**src/hdl/u8sd_pkg.sv**
```systemverilog
// ----------------------------------------------------------------------------
// u8sd_pkg
// Types and constants shared by the streaming UTF-8 decoder.
// ----------------------------------------------------------------------------
`default_nettype none

package u8sd_pkg;

  localparam int COUNT_WIDTH = 16;
  localparam int CP_W        = 21;
  localparam int TOTAL_W     = 16;

  localparam logic [COUNT_WIDTH-1:0] COUNT_MAX = {COUNT_WIDTH{1'b1}};

  typedef enum logic [1:0] {
    ST_OK         = 2'd0,
    ST_BAD_LEAD   = 2'd1,
    ST_INCOMPLETE = 2'd2
  } status_t;

  typedef struct packed {
    logic [7:0] byte_in;
    logic       end_of_text;
  } in_item_t;

  typedef struct packed {
    logic [CP_W-1:0]    code_point;
    logic [2:0]         seq_length;
    status_t            status;
    logic [TOTAL_W-1:0] char_total;
    logic [TOTAL_W-1:0] byte_total;
    logic               is_last;
  } out_item_t;

  typedef struct packed {
    logic [1:0]             bytes_pending;
    logic [2:0]             seq_len;
    logic [CP_W-1:0]        code_accum;
    logic [COUNT_WIDTH-1:0] char_cnt;
    logic [COUNT_WIDTH-1:0] byte_cnt;
  } dec_state_t;

endpackage

`default_nettype wire

```
**src/hdl/u8sd_step.sv**
```systemverilog
// ----------------------------------------------------------------------------
// u8sd_step
// Decodes one byte against the current sequence state and counters.
// ----------------------------------------------------------------------------
`default_nettype none

module u8sd_step (
  input  wire u8sd_pkg::dec_state_t st,
  input  wire u8sd_pkg::in_item_t   item,
  input  wire                       utf8_mode,
  output u8sd_pkg::dec_state_t      st_nxt,
  output logic                      emit,
  output u8sd_pkg::out_item_t       res
);
  import u8sd_pkg::*;

  logic [COUNT_WIDTH-1:0] byte_cnt_inc;
  logic [COUNT_WIDTH-1:0] char_cnt_inc;
  logic [CP_W-1:0]        acc_shift;
  logic [7:0]             b;
  logic                   last;
  logic                   char_done;
  logic [CP_W-1:0]        code;
  logic [2:0]             len;
  status_t                status;

  assign b    = item.byte_in;
  assign last = item.end_of_text;

  assign byte_cnt_inc = (st.byte_cnt == COUNT_MAX) ? st.byte_cnt : st.byte_cnt + 1'b1;
  assign char_cnt_inc = (st.char_cnt == COUNT_MAX) ? st.char_cnt : st.char_cnt + 1'b1;
  assign acc_shift    = {st.code_accum[CP_W-7:0], b[5:0]};

  always_comb begin
    st_nxt          = st;
    st_nxt.byte_cnt = byte_cnt_inc;
    emit            = 1'b0;
    char_done       = 1'b0;
    code            = '0;
    len             = 3'd0;
    status          = ST_OK;
    if (!utf8_mode) begin
      st_nxt.bytes_pending = 2'd0;
      st_nxt.seq_len       = 3'd0;
      st_nxt.code_accum    = '0;
      emit                 = 1'b1;
      char_done            = 1'b1;
      code                 = CP_W'(b);
      len                  = 3'd1;
    end else if (st.bytes_pending != 2'd0) begin
      st_nxt.code_accum    = acc_shift;
      st_nxt.bytes_pending = st.bytes_pending - 2'd1;
      if (st.bytes_pending == 2'd1) begin
        emit      = 1'b1;
        char_done = 1'b1;
        code      = acc_shift;
        len       = st.seq_len;
      end else if (last) begin
        emit   = 1'b1;
        len    = st.seq_len;
        status = ST_INCOMPLETE;
      end
      if (emit) begin
        st_nxt.bytes_pending = 2'd0;
        st_nxt.seq_len       = 3'd0;
        st_nxt.code_accum    = '0;
      end
    end else begin
      priority if (b <= 8'h7F) begin
        emit      = 1'b1;
        char_done = 1'b1;
        code      = CP_W'(b);
        len       = 3'd1;
      end else if (b <= 8'hBF || b >= 8'hF8) begin
        emit   = 1'b1;
        status = ST_BAD_LEAD;
      end else begin
        priority if (b <= 8'hDF) begin
          len               = 3'd2;
          st_nxt.code_accum = CP_W'(b[4:0]);
        end else if (b <= 8'hEF) begin
          len               = 3'd3;
          st_nxt.code_accum = CP_W'(b[3:0]);
        end else begin
          len               = 3'd4;
          st_nxt.code_accum = CP_W'(b[2:0]);
        end
        if (last) begin
          emit                 = 1'b1;
          status               = ST_INCOMPLETE;
          st_nxt.code_accum    = '0;
        end else begin
          st_nxt.seq_len       = len;
          st_nxt.bytes_pending = 2'(len - 3'd1);
        end
      end
    end
    if (char_done) begin
      st_nxt.char_cnt = char_cnt_inc;
    end
  end

  assign res.code_point = code;
  assign res.seq_length = len;
  assign res.status     = status;
  assign res.char_total = TOTAL_W'(st_nxt.char_cnt);
  assign res.byte_total = TOTAL_W'(st_nxt.byte_cnt);
  assign res.is_last    = last;

endmodule

`default_nettype wire

```
**src/hdl/utf8_stream_decoder_core.sv**
```systemverilog
// ----------------------------------------------------------------------------
// utf8_stream_decoder_core
// Streaming UTF-8 decoder with saturating character and byte totals.
//
//   Port group  Direction  Handshake        Payload
//   in_*        input      in_valid/ready   u8sd_pkg::in_item_t
//   out_*       output     out_valid/ready  u8sd_pkg::out_item_t
//   cfg_*       input      cfg_we           utf8_mode bit
//
// One byte per clock is accepted while in_ready is high. A byte is held in
// the input register and is decoded into the result register when the stage
// advances; out_valid and out_data come from the result register. Reset clears
// the sequence state and totals and sets utf8_mode. When the result register
// is held by a stalled consumer, the input stage stops once it is full.
// ----------------------------------------------------------------------------
`default_nettype none

module utf8_stream_decoder_core (
  input  wire                       clk,
  input  wire                       rst_n,
  input  wire                       in_valid,
  output logic                      in_ready,
  input  wire u8sd_pkg::in_item_t   in_data,
  output logic                      out_valid,
  input  wire                       out_ready,
  output u8sd_pkg::out_item_t       out_data,
  input  wire                       cfg_we,
  input  wire                       cfg_wdata
);
  import u8sd_pkg::*;

  logic       mode_r;
  logic       s1_valid_r;
  in_item_t   s1_item_r;
  dec_state_t st_r;
  dec_state_t st_nxt;
  logic       out_valid_r;
  out_item_t  out_data_r;
  logic       emit;
  out_item_t  res;
  logic       advance;

  assign advance  = s1_valid_r && (!out_valid_r || out_ready);
  assign in_ready = !s1_valid_r || advance;

  u8sd_step u_step (
    .st        (st_r),
    .item      (s1_item_r),
    .utf8_mode (mode_r),
    .st_nxt    (st_nxt),
    .emit      (emit),
    .res       (res)
  );

  always_ff @(posedge clk) begin
    if (!rst_n) begin
      mode_r      <= 1'b1;
      s1_valid_r  <= 1'b0;
      st_r        <= '0;
      out_valid_r <= 1'b0;
    end else begin
      if (cfg_we) begin
        mode_r <= cfg_wdata;
      end
      if (in_ready) begin
        s1_valid_r <= in_valid;
      end
      if (advance) begin
        st_r        <= st_nxt;
        out_valid_r <= emit;
      end else if (out_ready) begin
        out_valid_r <= 1'b0;
      end
    end
  end

  always_ff @(posedge clk) begin
    if (in_valid && in_ready) begin
      s1_item_r <= in_data;
    end
    if (advance && emit) begin
      out_data_r <= res;
    end
  end

  assign out_valid = out_valid_r;
  assign out_data  = out_data_r;

endmodule

`default_nettype wire

```
**config.mk**
```make
export PLATFORM = sky130hd
export DESIGN_NAME = utf8_stream_decoder_core
export DESIGN_NICKNAME = d
export VERILOG_FILES = /design/src/hdl/u8sd_pkg.sv /design/src/hdl/u8sd_step.sv /design/src/hdl/utf8_stream_decoder_core.sv
export SDC_FILE = /design/constraint.sdc
export NUM_CORES = 1
export LEC_CHECK = 0
export BUFFER_PORTS_ARGS = -buffer_cell sky130_fd_sc_hd__buf_2
export CELL_PAD_IN_SITES_DETAIL_PLACEMENT = 1
export CELL_PAD_IN_SITES_GLOBAL_PLACEMENT = 2
export CORE_MARGIN = 2
export CORE_UTILIZATION = 40
export DETAILED_ROUTE_END_ITERATION = 7
export PLACE_DENSITY = 0.84
export SLEW_MARGIN = 5
export SYNTH_ARGS = -nofsm -noshare
export SYNTH_HDL_FRONTEND = slang
export SYNTH_HIERARCHICAL = 1
export SYNTH_SLANG_ARGS = --single-unit
```
**constraint.sdc**
```tcl
create_clock -name clk -period 8.6 [get_ports clk]
set_input_delay 1.72 -clock clk [delete_from_list [all_inputs] [get_ports clk]]
set_output_delay 1.72 -clock clk [all_outputs]
set_load 0.02 [all_outputs]
```
* Word-level counts from Yosys, hierarchy flattened
Cells that the tools add are included.
Operators by class: $add $sub $neg 4, magnitude comparators 5, eq/ne operators 7, multiplexer cells 46, reductions and logical operators 13
Operator list (count):
- 26-bit 2-to-1 mux | 5
- 21-bit 2-to-1 mux | 4
- 16-bit 2-to-1 mux | 3
- 3-bit 2-to-1 mux | 11
- 16-bit by 1-bit adder with 16-bit output (second input constant) | 2
- 16-bit == test (second input constant) | 2
- 8-bit less-or-equal comparator (second input constant) | 3
- 8-bit 2-to-1 mux | 2
- 1-bit 2-to-1 mux | 14
- 2-bit 2-to-1 mux | 5
- 3-bit by 2-bit inequality test with 1-bit output (second input constant) | 3
- 8-bit >= comparator (second input constant) | 1
- 8-bit by 7-bit less-or-equal comparator with 1-bit output (second input constant) | 1
- 5-bit 2-to-1 mux | 1
- 5-bit AND reduction | 1
- 4-bit 2-to-1 mux | 1
- 4-bit AND reduction | 1
- 2-bit nonzero test | 2
- 2-bit by 1-bit subtractor with 2-bit output (second input constant) | 2
- 1-bit logical AND | 3
- 1-bit logical OR | 3
- 3-bit inequality test (second input constant) | 1
- 3-bit AND reduction | 1
- 2-bit by 1-bit == test with 1-bit output (second input constant) | 1
- 1-bit logical NOT | 2
Word-level totals: register bits 123, logic and storage cells 92

* Logic depth before layout (Yosys ltp)
depth after elaboration 13, gate-level depth with buffers 11

* Modules after synthesis
Netlist, hierarchy kept.
Modules (own cells, without submodules):
- utf8_stream_decoder_core | instances 1, cells an instance 335, area each 4479.3 um2, sequential area each 3263.1 um2
- u8sd_step | instances 1, cells an instance 305, area each 1939.4 um2, sequential area each 0.0 um2

* Least setup slack after synthesis
OpenSTA, ideal clock, no wires.
path kind input -> register, from input port out_ready, to register out_data_r, in the netlist out_data[0], enable pin, setup time 0.477 ns, arrival 4.232 ns, data required time 8.123 ns, setup slack 3.891 ns, stages on the path 2, buffers on the path 0, cell sequence nor2b_4 -> nor2_1
Between the ends: longest elaborated chain between the ends 3
Ends and longest elaborated chain:
- start: declaration | line utf8_stream_decoder_core.sv:25 | input wire out_ready,
- 1-bit logical OR | line utf8_stream_decoder_core.sv:43 | assign advance = s1_valid_r && (!out_valid_r || out_ready);
- 1-bit logical AND | line utf8_stream_decoder_core.sv:43
- 1-bit logical AND | line utf8_stream_decoder_core.sv:81 | if (advance && emit) begin
- end signal: assignment | line utf8_stream_decoder_core.sv:82 | out_data_r <= res;
- end: declaration | line utf8_stream_decoder_core.sv:38 | out_item_t out_data_r;
No other way between the ends. A chain may end at the register's enable or synchronous reset.

* Final worst setup path
from input port out_ready, to output port in_ready
Between the ends: longest elaborated chain between the ends 3
Ends and longest elaborated chain:
- 1-bit logical OR | line utf8_stream_decoder_core.sv:43
- 1-bit logical AND | line utf8_stream_decoder_core.sv:43
- 1-bit logical OR | line utf8_stream_decoder_core.sv:44 | assign in_ready = !s1_valid_r || advance;
- end: declaration | line utf8_stream_decoder_core.sv:22 | output logic in_ready,
No other way between the ends.

==> insert_results.sql <==
INSERT INTO impl_metrics (metric_group, metric, value, unit) VALUES
('worst_hold_path', 'start_point_of_the_worst_hold_path', 'st_r[57]', ''),
('clock_tree', 'insertion_delay', '420', 'ps'),
('route', 'drt_first_iter_violations', '248', ''),
('worst_setup_path', 'element_type_at_the_critical_path_start', 'primary input', ''),
('route', 'drt-pass1-iter-count', '4', ''),
('clock_tree', 'cts_post_setup_buffers_inserted', '0', ''),
('clock_tree', 'cts_made_buffers', '17', ''),
('timing', 'min_period_over_period', '46.8', '%'),
('layout', 'antenna_cells_inserted', '0', ''),
('worst_setup_path', 'worst_ep_arrival_time', '2310', 'ps'),
('timing', 'maxSlewHeadroom', '28.4', '%'),
('route', 'wire_per_inst', '16.9', 'um'),
('grt', 'groute.layer.met2.usage', '29.6', '%'),
('grt', 'number_of_global_route_vias_before_repair', '4456', ''),
('layout', 'regArea', '3140', 'um2'),
('worst_setup_path', 'timing.critical_path.to_type', 'output port', ''),
('route', 'totalWireLength', '14000', 'um'),
('timing', 'fin_setup_tns', '0', 'ps'),
('floorplan', 'initial_utilization', '40.5', '%'),
('timing', 'fin_worst_skew', '13.6', 'ps'),
('layout', 'syn2layout_area_growth', '12.8', '%'),
('route', 'antenna_violating_nets_remaining', '0', ''),
('clock_tree', 'cts_htree_levels', '4', ''),
('pwr', 'power_density_over_cell_area', '210', 'nW/um2'),
('worst_setup_path', 'worst-setup-path-type', 'in -> out', ''),
('floorplan', 'die_w', '127', 'um'),
('worst_setup_path', 'cp-endpoint', 'in_ready', ''),
('clock_tree', 'tritoncts', 'done', ''),
('timing', 'worst-slew-pin-transition', '1070', 'ps'),
('yosys', 'post_synthesis_cells', '598', ''),
('clock_tree', 'clkTransAtPathRegs', '50', 'ps'),
('clock_tree', 'clock-root-buffer', 'sky130_fd_sc_hd__clkbuf_16', ''),
('clock_tree', 'cts_resized', '0', ''),
('route', 'vias_per_cell', '5.28', ''),
('clock_tree', 'clockBufferDepth', '2', ''),
('worst_setup_path', 'crit_start', 'out_ready', ''),
('grt', 'largest_net_degree_at_the_start_of_global_routing', '108', ''),
('layout', 'multi_input_comb_area', '2470', 'um2'),
('grt', 'busiest_layer', 'met2', ''),
('grt', 'globalRouteTotalUtil', '17.9', '%'),
('floorplan', 'die_height', '127', 'um'),
('clock_tree', 'clock_net_sink_count', '123', ''),
('worst_setup_path', 'timing.rr.start', 'st_r[56]', ''),
('worst_setup_path', 'reg2reg_setup_slack', '5750', 'ps'),
('yosys', 'synthesis.area', '6100', 'um2'),
('pwr', 'standby_leakage_power', '0.00260', 'uW'),
('worst_setup_path', 'timing.critical_path.fanout_max', '5', ''),
('grt', 'antenna_found_initial', '0', ''),
('worst_setup_path', 'required', '6880', 'ps'),
('timing', 'grt_setup_unrepaired', 'false', ''),
('placement', 'place_hpwl', '8970', 'um'),
('worst_setup_path', 'worst-r2r-cell-count', '9', ''),
('route', 'route.vias.total', '4358', ''),
('worst_hold_path', 'worst_hold_path_type', 'reg -> reg', ''),
('timing', 'final_max_slew_viol_count', '0', ''),
('grt', 'global_route_wire_length_before_repair', '22800', 'um'),
('route', 'post-route-drc-count', '0', ''),
('yosys', 'avgSynthCellArea', '10.2', 'um2'),
('grt', 'congestion_overflow_gr', '0', ''),
('layout', 'nNetsFinal', '645', ''),
('worst_setup_path', 'regToRegEndpoint', 'st_r[23]', ''),
('timing', 'timing.final.setup_violations', '0', ''),
('layout', 'fillCellCount', '1669', ''),
('placement', 'finalWeightedCongestion', '0.776', ''),
('pwr', 'ir_drop', '0.122', 'mV'),
('clock_tree', 'cts-hold-fix-buffers', '0', ''),
('floorplan', 'core_area', '15000', 'um2'),
('floorplan', 'pin_count', '76', ''),
('layout', 'layout.cells.non_filler', '826', ''),
('yosys', 'synth.yosys.warnings', '6', ''),
('timing', 'shortest_clock_period_the_worst_path_allows_after_layout', '4030', 'ps'),
('yosys', 'mappedNetlistNets', '617', ''),
('grt', 'grt.met3_usage', '4.19', '%'),
('timing', 'fmax', '248', 'MHz'),
('floorplan', 'die_area', '16200', 'um2'),
('run_status', 'outcome', 'finished, final reports clean', ''),
('floorplan', 'placementRows', '45', ''),
('layout', 'drive_gt1_share', '19.3', '%'),
('placement', 'dpl.cell_count', '795', ''),
('grt', 'global_route_met1_usage', '23.3', '%'),
('timing', 'final_hold_fails', '0', ''),
('placement', 'io_buffer_count', '75', ''),
('flow_run', 'drv_cap', '0', '');
==> final cells by class <==
class / instances / area share, %
timing repair buffer: 81 / 6.11
tap: 188 / 3.42
clock inverter: 8 / 1.35
sequential: 123 / 45.7
multi-input combinational: 394 / 36.0
inverter: 9 / 0.491
clock buffer: 23 / 6.95
==> stage by stage <==
stage | utilization (%) | worst slack, ps | hold slack [ps] | instance area [um2] | power (uW)
final | 45.8 | 4570 | 474 | 6880 | 1450
after global routing | 45.8 | 4530 | 503 | 6880 | 1500
after CTS | 45.8 | 4570 | 475 | 6880 | 1460
after detailed placement | 42.0 | 4570 | 467 | 6310 | 770
after global placement | 42.0 | 4620 | 445 | 6310 | 767
after floorplan | - | 3890 | 435 | 6100 | 742
==> power by group <==
part	total, uW	internal, uW	switching (uW)
Sequential	653	642	10.7
Clock	688	445	244
Combinational	104	33.2	71.3
Total	1450	1120	326
==> per-layer routing <==
metal | vias up | share of wire (%)
met1 | 2162 | 45
li1 | 2117 | -
met4 | 0 | 0.62
met5 | - | 0
met3 | 6 | 3.8
met2 | 73 | 50
==> critical path, stage by stage <==
cell,delay [ps]
sky130_fd_sc_hd__buf_2,110
sky130_fd_sc_hd__nor2b_4,200
sky130_fd_sc_hd__nand2_1,100
sky130_fd_sc_hd__buf_2,170
==> placed cells by master, fill, tap and decap left out, types with 2 or more instances in the layout <==
| master | instances |
|---|---|
| sky130_fd_sc_hd__dfxtp_1 | 55 |
| sky130_fd_sc_hd__o21a_1 | 2 |
| sky130_fd_sc_hd__clkbuf_1 | 3 |
| sky130_fd_sc_hd__a22o_1 | 3 |
| sky130_fd_sc_hd__a32oi_1 | 2 |
| sky130_fd_sc_hd__mux2i_1 | 55 |
| sky130_fd_sc_hd__ha_1 | 4 |
| sky130_fd_sc_hd__xnor2_1 | 11 |
| sky130_fd_sc_hd__edfxtp_1 | 68 |
| sky130_fd_sc_hd__nand2_1 | 128 |
| sky130_fd_sc_hd__nand2b_1 | 13 |
| sky130_fd_sc_hd__inv_1 | 9 |
| sky130_fd_sc_hd__nor2b_1 | 4 |
| sky130_fd_sc_hd__and2_1 | 9 |
| sky130_fd_sc_hd__nand3b_1 | 2 |
| sky130_fd_sc_hd__nor3b_1 | 2 |
| sky130_fd_sc_hd__a21oi_1 | 24 |
| sky130_fd_sc_hd__nor2_1 | 12 |
| sky130_fd_sc_hd__bufinv_16 | 2 |
| sky130_fd_sc_hd__clkinv_2 | 5 |
| sky130_fd_sc_hd__o21ai_0 | 6 |
| sky130_fd_sc_hd__xor2_1 | 10 |
| sky130_fd_sc_hd__and3_1 | 22 |
| sky130_fd_sc_hd__nand4_1 | 11 |
| sky130_fd_sc_hd__buf_4 | 6 |
| sky130_fd_sc_hd__clkbuf_8 | 3 |
| sky130_fd_sc_hd__clkbuf_16 | 17 |
| sky130_fd_sc_hd__mux2_2 | 3 |
| sky130_fd_sc_hd__nor2b_4 | 2 |
| sky130_fd_sc_hd__a31oi_1 | 6 |
| sky130_fd_sc_hd__nand3_1 | 29 |
| sky130_fd_sc_hd__a211oi_1 | 2 |
| sky130_fd_sc_hd__and4_1 | 7 |
| sky130_fd_sc_hd__a21o_1 | 3 |
| sky130_fd_sc_hd__buf_2 | 75 |
==> flip-flops by register name, summed over array words and instances (netlist names) <==
signal,flops
st_r,52
s1_item_r,9
s1_valid_r,1
mode_r,1
out_data,59
out_valid,1
==> how the worst min path moves through the flow <==
stage | end | slack, ps | cells after the start
after floorplan | st_r[57] | 430 | 2
after global placement | st_r[57] | 450 | 2
after detailed placement | st_r[57] | 470 | 2
after CTS | st_r[57] | 470 | 2
after global routing | st_r[54] | 500 | 2
final | st_r[57] | 470 | 2
Power figures use the tool's default switching activity.
